==> src/sv/ptp_pkg.sv <==
// ----------------------------------------------------------------------------
// ptp_pkg: shared types and constants of the polynomial term parser
// Field widths, character codes, and the result record that moves from the
// term controller through the output stage to the stream port.
// ----------------------------------------------------------------------------
package ptp_pkg;

  // Field widths
  localparam int unsigned COEF_BITS = 32;
  localparam int unsigned DEG_BITS  = 16;
  localparam int unsigned CH_BITS   = 8;

  // Output tdata: coef then deg, padded to whole bytes
  localparam int unsigned M_PAYLOAD_BITS = COEF_BITS + DEG_BITS;
  localparam int unsigned M_TDATA_BITS   = ((M_PAYLOAD_BITS + 7) / 8) * 8;

  // Character codes
  localparam logic [CH_BITS-1:0] CH_SPACE = 8'h20;
  localparam logic [CH_BITS-1:0] CH_TAB   = 8'h09;
  localparam logic [CH_BITS-1:0] CH_CR    = 8'h0D;
  localparam logic [CH_BITS-1:0] CH_PLUS  = 8'h2B;
  localparam logic [CH_BITS-1:0] CH_MINUS = 8'h2D;
  localparam logic [CH_BITS-1:0] CH_ZERO  = 8'h30;
  localparam logic [CH_BITS-1:0] CH_NINE  = 8'h39;
  localparam logic [CH_BITS-1:0] CH_X     = 8'h78;
  localparam logic [CH_BITS-1:0] CH_CARET = 8'h5E;

  // One result transaction
  typedef struct packed {
    logic [COEF_BITS-1:0] coef;
    logic [DEG_BITS-1:0]  deg;
    logic                 term_valid;
    logic                 last_term;
  } ptp_result_t;

endpackage

==> src/sv/ptp_term_ctrl.sv <==
// ----------------------------------------------------------------------------
// ptp_term_ctrl: per-term parse state and result formation
// Classifies one character, updates the open term, and forms the term that
// the character closes (or the end marker on the final character).
// ----------------------------------------------------------------------------
module ptp_term_ctrl (
  input  logic                        clk_i,
  input  logic                        rst_ni,
  input  logic                        step_i,   // consume ch_i/last_i this cycle
  input  logic [ptp_pkg::CH_BITS-1:0] ch_i,
  input  logic                        last_i,
  output logic                        emit_o,   // ch_i/last_i produce a result
  output ptp_pkg::ptp_result_t        result_o
);
  import ptp_pkg::*;

  localparam logic [COEF_BITS-1:0] COEF_CAP     = {1'b1, {(COEF_BITS-1){1'b0}}};
  localparam logic [COEF_BITS-1:0] COEF_POS_MAX = {1'b0, {(COEF_BITS-1){1'b1}}};
  localparam logic [COEF_BITS-1:0] COEF_ONE     = {{(COEF_BITS-1){1'b0}}, 1'b1};
  localparam logic [DEG_BITS-1:0]  DEG_ONE      = {{(DEG_BITS-1){1'b0}}, 1'b1};

  typedef struct packed {
    logic                 started;
    logic                 negative;
    logic [COEF_BITS-1:0] coef_mag;
    logic                 coef_stopped;
    logic                 prefix_nonempty;
    logic                 x_seen;
    logic                 expect_caret;
    logic                 exp_active;
    logic [DEG_BITS-1:0]  exp_value;
    logic                 exp_stopped;
  } term_state_t;

  // Decimal accumulate, saturating at COEF_CAP
  function automatic logic [COEF_BITS-1:0] acc_coef(input logic [COEF_BITS-1:0] v,
                                                    input logic [3:0] d);
    logic [COEF_BITS+3:0] ext;
    logic [COEF_BITS+3:0] sum;
    ext = {4'b0000, v};
    sum = (ext << 3) + (ext << 1) + {{COEF_BITS{1'b0}}, d};
    if (sum > {4'b0000, COEF_CAP}) begin
      return COEF_CAP;
    end
    return sum[COEF_BITS-1:0];
  endfunction

  // Decimal accumulate, saturating at the largest degree
  function automatic logic [DEG_BITS-1:0] acc_deg(input logic [DEG_BITS-1:0] v,
                                                  input logic [3:0] d);
    logic [DEG_BITS+3:0] ext;
    logic [DEG_BITS+3:0] sum;
    ext = {4'b0000, v};
    sum = (ext << 3) + (ext << 1) + {{DEG_BITS{1'b0}}, d};
    if (sum[DEG_BITS+3:DEG_BITS] != 4'b0000) begin
      return {DEG_BITS{1'b1}};
    end
    return sum[DEG_BITS-1:0];
  endfunction

  // Term record from a state
  function automatic ptp_result_t put_term(input term_state_t s);
    ptp_result_t          r;
    logic [COEF_BITS-1:0] mag;
    mag = (s.x_seen && !s.prefix_nonempty) ? COEF_ONE : s.coef_mag;
    if (s.negative) begin
      r.coef = COEF_BITS'(-mag);
    end else begin
      r.coef = mag[COEF_BITS-1] ? COEF_POS_MAX : mag;
    end
    r.deg        = s.x_seen ? s.exp_value : '0;
    r.term_valid = 1'b1;
    r.last_term  = 1'b0;
    return r;
  endfunction

  term_state_t state_q, state_d, state_mid;

  logic       is_ws, is_sign, is_minus, is_digit, is_x, is_caret;
  logic [3:0] dval;

  // Character classes
  always_comb begin
    is_ws    = (ch_i == CH_SPACE) || ((ch_i >= CH_TAB) && (ch_i <= CH_CR));
    is_minus = (ch_i == CH_MINUS);
    is_sign  = (ch_i == CH_PLUS) || is_minus;
    is_digit = (ch_i >= CH_ZERO) && (ch_i <= CH_NINE);
    is_x     = (ch_i == CH_X);
    is_caret = (ch_i == CH_CARET);
    dval     = is_digit ? ch_i[3:0] : 4'd0;
  end

  // Next term state and result
  always_comb begin
    logic sign_emit;
    state_mid = state_q;
    sign_emit = 1'b0;
    result_o  = '0;

    priority if (is_ws) begin
      // whitespace leaves everything as is
    end else if (is_sign) begin
      sign_emit = state_q.started;
      result_o  = put_term(state_q);
      state_mid = '0;
      if (is_minus) begin
        state_mid.started  = 1'b1;
        state_mid.negative = 1'b1;
      end
    end else begin
      state_mid.started = 1'b1;
      priority if (!state_q.x_seen) begin
        if (is_x) begin
          state_mid.x_seen       = 1'b1;
          state_mid.expect_caret = 1'b1;
          state_mid.exp_value    = DEG_ONE;
          state_mid.coef_stopped = 1'b1;
        end else begin
          state_mid.prefix_nonempty = 1'b1;
          if (is_digit && !state_q.coef_stopped) begin
            state_mid.coef_mag = acc_coef(state_q.coef_mag, dval);
          end else begin
            state_mid.coef_stopped = 1'b1;
          end
        end
      end else if (state_q.expect_caret) begin
        state_mid.expect_caret = 1'b0;
        if (is_caret) begin
          state_mid.exp_active = 1'b1;
          state_mid.exp_value  = '0;
        end
      end else if (state_q.exp_active && !state_q.exp_stopped) begin
        if (is_digit) begin
          state_mid.exp_value = acc_deg(state_q.exp_value, dval);
        end else begin
          state_mid.exp_stopped = 1'b1;
        end
      end else begin
        // characters after the degree are ignored
      end
    end

    state_d = state_mid;
    emit_o  = sign_emit;
    // Final character closes the polynomial
    if (last_i) begin
      if (!sign_emit) begin
        result_o = state_mid.started ? put_term(state_mid) : '0;
      end
      emit_o             = 1'b1;
      result_o.last_term = 1'b1;
      state_d            = '0;
    end
  end

  // State register
  always_ff @(posedge clk_i or negedge rst_ni) begin
    if (!rst_ni) begin
      state_q <= '0;
    end else if (step_i) begin
      state_q <= state_d;
    end
  end

`ifndef SYNTHESIS
  a_clear_after_last: assert property (@(posedge clk_i) disable iff (!rst_ni)
    step_i && last_i |=> state_q == '0)
    else $error("term state not cleared after final character");
  a_coef_bounded: assert property (@(posedge clk_i) disable iff (!rst_ni)
    state_q.coef_mag <= COEF_CAP)
    else $error("coefficient magnitude above saturation cap");
  a_deg_only_after_x: assert property (@(posedge clk_i) disable iff (!rst_ni)
    !state_q.x_seen |-> (state_q.exp_value == '0) && !state_q.expect_caret
                        && !state_q.exp_active)
    else $error("degree state active without x");
`endif

endmodule

==> src/sv/ptp_out_stage.sv <==
// ----------------------------------------------------------------------------
// ptp_out_stage: result register of the parser
// Holds one result transaction for the master side; it reloads in the same
// cycle in which the held transaction is taken.
// ----------------------------------------------------------------------------
module ptp_out_stage (
  input  logic                 clk_i,
  input  logic                 rst_ni,
  input  logic                 load_i,
  input  ptp_pkg::ptp_result_t result_i,
  output logic                 can_load_o,
  output logic                 valid_o,
  input  logic                 ready_i,
  output ptp_pkg::ptp_result_t result_o
);
  import ptp_pkg::*;

  logic        valid_q, valid_d;
  ptp_result_t data_q;

  assign can_load_o = !valid_q || ready_i;

  // Valid flag: set on load, cleared when taken
  always_comb begin
    valid_d = valid_q;
    if (load_i) begin
      valid_d = 1'b1;
    end else if (ready_i) begin
      valid_d = 1'b0;
    end
  end

  always_ff @(posedge clk_i or negedge rst_ni) begin
    if (!rst_ni) begin
      valid_q <= 1'b0;
    end else begin
      valid_q <= valid_d;
    end
  end

  // Payload, no reset needed
  always_ff @(posedge clk_i) begin
    if (load_i) begin
      data_q <= result_i;
    end
  end

  assign valid_o  = valid_q;
  assign result_o = data_q;

`ifndef SYNTHESIS
  a_no_overwrite: assert property (@(posedge clk_i) disable iff (!rst_ni)
    load_i |-> !valid_q || ready_i)
    else $error("result register overwritten while held");
  a_hold_on_stall: assert property (@(posedge clk_i) disable iff (!rst_ni)
    valid_q && !ready_i |=> valid_q && $stable(data_q))
    else $error("held result changed under stall");
  a_load_sets_valid: assert property (@(posedge clk_i) disable iff (!rst_ni)
    load_i |=> valid_q)
    else $error("loaded result not marked valid");
`endif

endmodule

==> src/sv/polynomial_term_parser_core.sv <==
// ----------------------------------------------------------------------------
// polynomial_term_parser_core: streaming polynomial term parser
// Turns a character stream into (coefficient, degree) term transactions.
// ----------------------------------------------------------------------------
// Usage:
//   Slave side takes one ASCII character per transaction on s_axis_tdata,
//   with s_axis_tlast on the final character of a polynomial. Master side
//   gives one transaction per completed term: tdata holds coef (signed) and
//   deg, tuser is term_valid, tlast marks the final result of a polynomial.
//   A polynomial whose final character closes no term ends with a marker
//   (tuser low, tdata zero, tlast high).
// Timing:
//   One character per cycle while the master side takes results. A character
//   accepted into the input register is parsed there, and its result is
//   loaded into the result register, from which the master side takes it.
//   The path runs through the input register and the result register, with
//   the whole term update between them.
// Reset and stall:
//   Reset empties both registers and clears the open term. While the master
//   side stalls, the result register holds; a character that closes a term
//   waits in the input register, and characters that produce nothing still
//   flow through.
// ----------------------------------------------------------------------------
module polynomial_term_parser_core (
  input  logic                             clk_i,
  input  logic                             rst_ni,
  // slave side
  input  logic                             s_axis_tvalid,
  output logic                             s_axis_tready,
  input  logic [ptp_pkg::CH_BITS-1:0]      s_axis_tdata,  // [7:0] ch
  input  logic                             s_axis_tlast,  // last
  // master side
  output logic                             m_axis_tvalid,
  input  logic                             m_axis_tready,
  output logic [ptp_pkg::M_TDATA_BITS-1:0] m_axis_tdata,  // coef, deg, zero pad
  output logic                             m_axis_tuser,  // term_valid
  output logic                             m_axis_tlast   // last_term
);
  import ptp_pkg::*;

  logic               in_valid_q, in_valid_d;
  logic [CH_BITS-1:0] in_ch_q;
  logic               in_last_q;

  logic        step, emit, can_load;
  ptp_result_t term_res, out_res;

  // Input stage advances unless its result finds the output register full
  assign step          = in_valid_q && (!emit || can_load);
  assign s_axis_tready = !in_valid_q || step;

  always_comb begin
    in_valid_d = in_valid_q;
    if (s_axis_tvalid && s_axis_tready) begin
      in_valid_d = 1'b1;
    end else if (step) begin
      in_valid_d = 1'b0;
    end
  end

  always_ff @(posedge clk_i or negedge rst_ni) begin
    if (!rst_ni) begin
      in_valid_q <= 1'b0;
    end else begin
      in_valid_q <= in_valid_d;
    end
  end

  always_ff @(posedge clk_i) begin
    if (s_axis_tvalid && s_axis_tready) begin
      in_ch_q   <= s_axis_tdata;
      in_last_q <= s_axis_tlast;
    end
  end

  // Term parse
  ptp_term_ctrl u_term_ctrl (
    .clk_i   (clk_i),
    .rst_ni  (rst_ni),
    .step_i  (step),
    .ch_i    (in_ch_q),
    .last_i  (in_last_q),
    .emit_o  (emit),
    .result_o(term_res)
  );

  // Result register
  ptp_out_stage u_out_stage (
    .clk_i     (clk_i),
    .rst_ni    (rst_ni),
    .load_i    (step && emit),
    .result_i  (term_res),
    .can_load_o(can_load),
    .valid_o   (m_axis_tvalid),
    .ready_i   (m_axis_tready),
    .result_o  (out_res)
  );

  // Master payload packing
  always_comb begin
    m_axis_tdata = '0;
    m_axis_tdata[COEF_BITS-1:0]                  = out_res.coef;
    m_axis_tdata[M_PAYLOAD_BITS-1:COEF_BITS]     = out_res.deg;
  end
  assign m_axis_tuser = out_res.term_valid;
  assign m_axis_tlast = out_res.last_term;

`ifndef SYNTHESIS
  a_marker_is_last: assert property (@(posedge clk_i) disable iff (!rst_ni)
    m_axis_tvalid && !m_axis_tuser |-> m_axis_tlast)
    else $error("end marker without last flag");
  a_marker_zero: assert property (@(posedge clk_i) disable iff (!rst_ni)
    m_axis_tvalid && !m_axis_tuser |-> m_axis_tdata == '0)
    else $error("end marker carries nonzero payload");
  a_input_held: assert property (@(posedge clk_i) disable iff (!rst_ni)
    in_valid_q && !step |=> in_valid_q && $stable(in_ch_q) && $stable(in_last_q))
    else $error("blocked character lost from input register");
`endif

endmodule
==> config.mk <==
export PLATFORM = sky130hd
export DESIGN_NAME = polynomial_term_parser_core
export DESIGN_NICKNAME = d
export VERILOG_FILES = /design/src/sv/ptp_pkg.sv /design/src/sv/ptp_term_ctrl.sv /design/src/sv/ptp_out_stage.sv /design/src/sv/polynomial_term_parser_core.sv
export SDC_FILE = /design/constraint.sdc
export NUM_CORES = 1
export LEC_CHECK = 0
export BUFFER_PORTS_ARGS = -buffer_cell sky130_fd_sc_hd__buf_2
export CAP_MARGIN = 5
export CORE_MARGIN = 8
export CORE_UTILIZATION = 30
export DETAILED_ROUTE_END_ITERATION = 12
export MAX_ROUTING_LAYER = met4
export PLACE_DENSITY = 0.45
export SYNTH_ARGS = -nofsm -noshare
export SYNTH_HDL_FRONTEND = slang
export SYNTH_HIERARCHICAL = 1
export SYNTH_SLANG_ARGS = --single-unit
export TNS_END_PERCENT = 5
==> constraint.sdc <==
create_clock -name clk_i -period 17.1 [get_ports clk_i]
set_input_delay 2.565 -clock clk_i [delete_from_list [all_inputs] [get_ports clk_i]]
set_output_delay 2.565 -clock clk_i [all_outputs]
set_load 0.03 [all_outputs]
==> impl_metrics.tcl <==
set metrics [dict create \
    clk_pin_slew_ns 0.06 \
    hold_violations 0 \
    cts_max_level 4 \
    yosysUniqueCellTypes 106 \
    p_seq_frac 0.351 \
    worst-path-stages 22 \
    crit_family "simple AND/OR/NAND/NOR gates" \
    rsz0062_at_grt "false" \
    min_path_cells 2 \
    place_hpwl_mm 35.7 \
    die_x_um 214 \
    ir_drop_uv 63.8 \
    die_h_um 214 \
    finalClockSkew_ns 0.0141 \
    vias 12100 \
    start_kind "register" \
    reg2reg_depth 22 \
    coreArea_um2 38700 \
    yosysWarnings 6 \
    slew_headroom 0.112 \
    post_drt_via_cell_ratio 6.01 \
    power_density_nw_per_um2 72.6 \
    totalWireLength_mm 46.1 \
    worstPathMaxFanout 17 \
    maxCapViolCount 0 \
    crit_required_ns 17.28 \
    min_period_ns 7.53 \
    place.gp.congestion 0.926 \
    io_pins 65 \
    cpMaxStageDelayCell "a221oi_1" \
    syn_avg_cell_area_um2 8.07 \
    finalPower_mw 0.959 \
    yosys.area.top_type_share 0.151 \
    instances_no_fill 2020 \
    hp-class "reg -> reg" \
    status "completed" \
    placementRows 72 \
    synthArstFlopShare 0.496 \
    yosysTopAreaCell "edfxtp_1" \
    cp_cell_sequence "o21ai_1 > and4_1 > and2_1 > fa_1 > ha_1 > a21o_1 > and4_1 > o2111ai_1 > nand2_1 > xor2_1 > or4_1 > nor4_4 > a21oi_4 > nor2_2 > a221oi_1 > ha_1 > o211ai_1 > nor4_2 > nand3b_1 > nor3_2 > a211oi_1 > or3_1" \
    synth_area_um2 11800 \
    cts_tree "done" \
    antenna_found_initial 0 \
    grt_usage 0.199 \
    design_area_um2 13200 \
    dr.pass1.iters 5 \
    drc_errors 0 \
    p_sw_mw 0.333 \
    fin_nets 1602 \
    intPower_mw 0.626 \
    grt_max_degree 59 \
    multi_input_area_um2 8080 \
    cts_resized 0 \
    area_delta_synth_final_pct 12.2 \
    fin_crit_sh 0.440 \
    worst_pin_slew_ns 1.32 \
    ys.flop_type "edfxtp_1" \
    synth_edf_count 59 \
    crit_buf_inv 0 \
    setup_viol 0 \
    totalNegativeSetupSlack_ns 0 \
    cts_root_buf "clkbuf_16" \
    critPathKind "reg -> reg" \
    cts_buffers 17 \
    rrSetupSlack_ns 9.57 \
    endpoint "u_out_stage/result_o[48]$_DFFE_PP_" \
    arrival_ns 7.70 \
    syn_nets 1572 \
    gr-total-overflow 0 \
    start_util 0.304 \
    insertion_delay_ns 0.44 \
    cts_setup_buffers 0 \
    nFillCells 4132 \
    power_switching_share 0.347 \
    rr_startpoint "in_ch_q[2]$_DFFE_PP_" \
    clockBufferDepth 2 \
    p_clk_frac 0.393 \
    r2r_end "u_out_stage/result_o[48]$_DFFE_PP_" \
    critical-path-max-stage-delay_ns 0.65 \
    pwr-share-comb 0.256 \
    drv_slew 0 \
    p_leak_nw 5.61 \
    grt_pass1_vias 11300 \
    startpoint "in_ch_q[2]$_DFFE_PP_" \
    ff_latch_area_um2 3220 \
    grt_pass1_wl_mm 70.4 \
    cts_hold_buf 0 \
    cp-end-kind "register" \
    clkSinkCount 117 \
    io_buffers 64 \
    wl_per_cell_um 22.8 \
    dieArea_um2 45800 \
    placed_cell_area_um2 12600 \
    initialDrtViolationCount 1340 \
    ant_nets 0 \
    yosysSeqAreaShare 0.274 \
    dp_cells 1988 \
    fmax_ghz 0.133 \
    synthTopCellsByArea "edfxtp_1 (15%), dfrtp_1 (12%), ha_1 (10%)" \
    postSynthCellCount 1459 \
    synth-seq-cells 117 \
    post_route_cells_drive_above_1_share 0.115 \
    insertedDiodeCount 0 \
]
[worst reg2reg max path, cell delays in order, from the launching register on]
cell	delay [ns]
edfxtp_1	0.49
o21ai_1	0.20
and4_1	0.33
and2_1	0.23
fa_1	0.45
ha_1	0.30
a21o_1	0.21
and4_1	0.25
o2111ai_1	0.34
nand2_1	0.12
xor2_1	0.53
or4_1	0.26
nor4_4	0.06
a21oi_4	0.35
nor2_2	0.10
a221oi_1	0.65
ha_1	0.32
o211ai_1	0.14
nor4_2	0.39
nand3b_1	0.59
nor3_2	0.49
a211oi_1	0.12
or3_1	0.37
[registers in the layout (all words and copies together), names as in the netlist]
name	cells
in_last_q	1
in_valid_q	1
in_ch_q	8
u_out_stage/valid_o	1
u_out_stage/result_o	50
u_term_ctrl/state_q	56
[through the flow]
step                 util  setup slack [ns]  hold WS (ns)
global route        0.341              9.19         0.598
global placement    0.325             10.08         0.534
detailed placement  0.325              9.81         0.549
floorplan               -             10.93         0.509
finish              0.341              9.57         0.558
CTS                 0.341              9.78         0.562
[area by class of cell]
type / instances / share of cell area
clock buffers: 17 / 0.0322
clock inverters: 15 / 0.0137
inverters: 35 / 0.00995
multi-input cells: 1228 / 0.612
flip-flops and latches: 117 / 0.244
well taps: 518 / 0.0491
repair buffers: 90 / 0.0390
[Yosys cell counts (31+ instances only)]
master    instances
a22o_1           31
o21ai_0         132
nor3_1           51
ha_1             96
a21oi_1         120
dfrtp_1          58
edfxtp_1         59
nand3_1          35
clkbuf_1         54
inv_1            34
nor2_1          128
nand2_1         161
[power by group through the flow]
stage	Sequential [mW]	Clock (mW)	Combinational (mW)
floorplan	0.344	0	0.165
global placement	0.341	0	0.241
detailed placement	0.341	0	0.242
CTS	0.336	0.384	0.243
global route	0.339	0.394	0.269
finish	0.336	0.377	0.245
[cell families after synthesis]
| group | Yosys count | share of synthesized area |
|---|---|---|
| and+or+nand+nor | 535 | 0.229 |
| muxes | 6 | 0.00531 |
| DFF | 117 | 0.274 |
| AOI/OAI and AO/OA | 550 | 0.313 |
| adders and majority gates | 100 | 0.109 |
| buffers and inverters | 114 | 0.0404 |
| xor gates and xnor gates | 37 | 0.0298 |
[routing by layer]
layer / vias up / global-route usage / share of wire
li1: 5669 / - / -
met5: - / - / 0
met3: 74 / 0.0370 / 0.077
met4: 0 / 0.0660 / 0.027
met2: 575 / 0.287 / 0.42
met1: 5817 / 0.277 / 0.47
[worst min-delay path by stage]
stage	from	to
detailed placement	u_out_stage/valid_o$_DFFE_PN0P_	u_out_stage/valid_o$_DFFE_PN0P_
floorplan	u_term_ctrl/state_q[0]$_DFFE_PN0P_	u_term_ctrl/state_q[0]$_DFFE_PN0P_
CTS	u_out_stage/valid_o$_DFFE_PN0P_	u_out_stage/valid_o$_DFFE_PN0P_
global placement	u_out_stage/valid_o$_DFFE_PN0P_	u_out_stage/valid_o$_DFFE_PN0P_
finish	u_out_stage/valid_o$_DFFE_PN0P_	u_out_stage/valid_o$_DFFE_PN0P_
global route	u_out_stage/valid_o$_DFFE_PN0P_	u_out_stage/valid_o$_DFFE_PN0P_
[layout by cell type (no fill, tap or decap), drive strengths merged, types with 15 or more instances in the layout]
cell type and n:
edfxtp 59, buf 90, o211ai 16, nand3 36, o31ai 21, xor2 17, and2 15, inv 35
or3 19, xnor2 20, nand2 162, o21ai 142, nor4 21, dfrtp 58, a21oi 123, clkbuf 17
a31oi 27, nor3 54, ha 96, a22o 31, o21a 23, o22ai 29, a22oi 16, nor2 131
No activity file was read; power rests on OpenSTA's default activity.
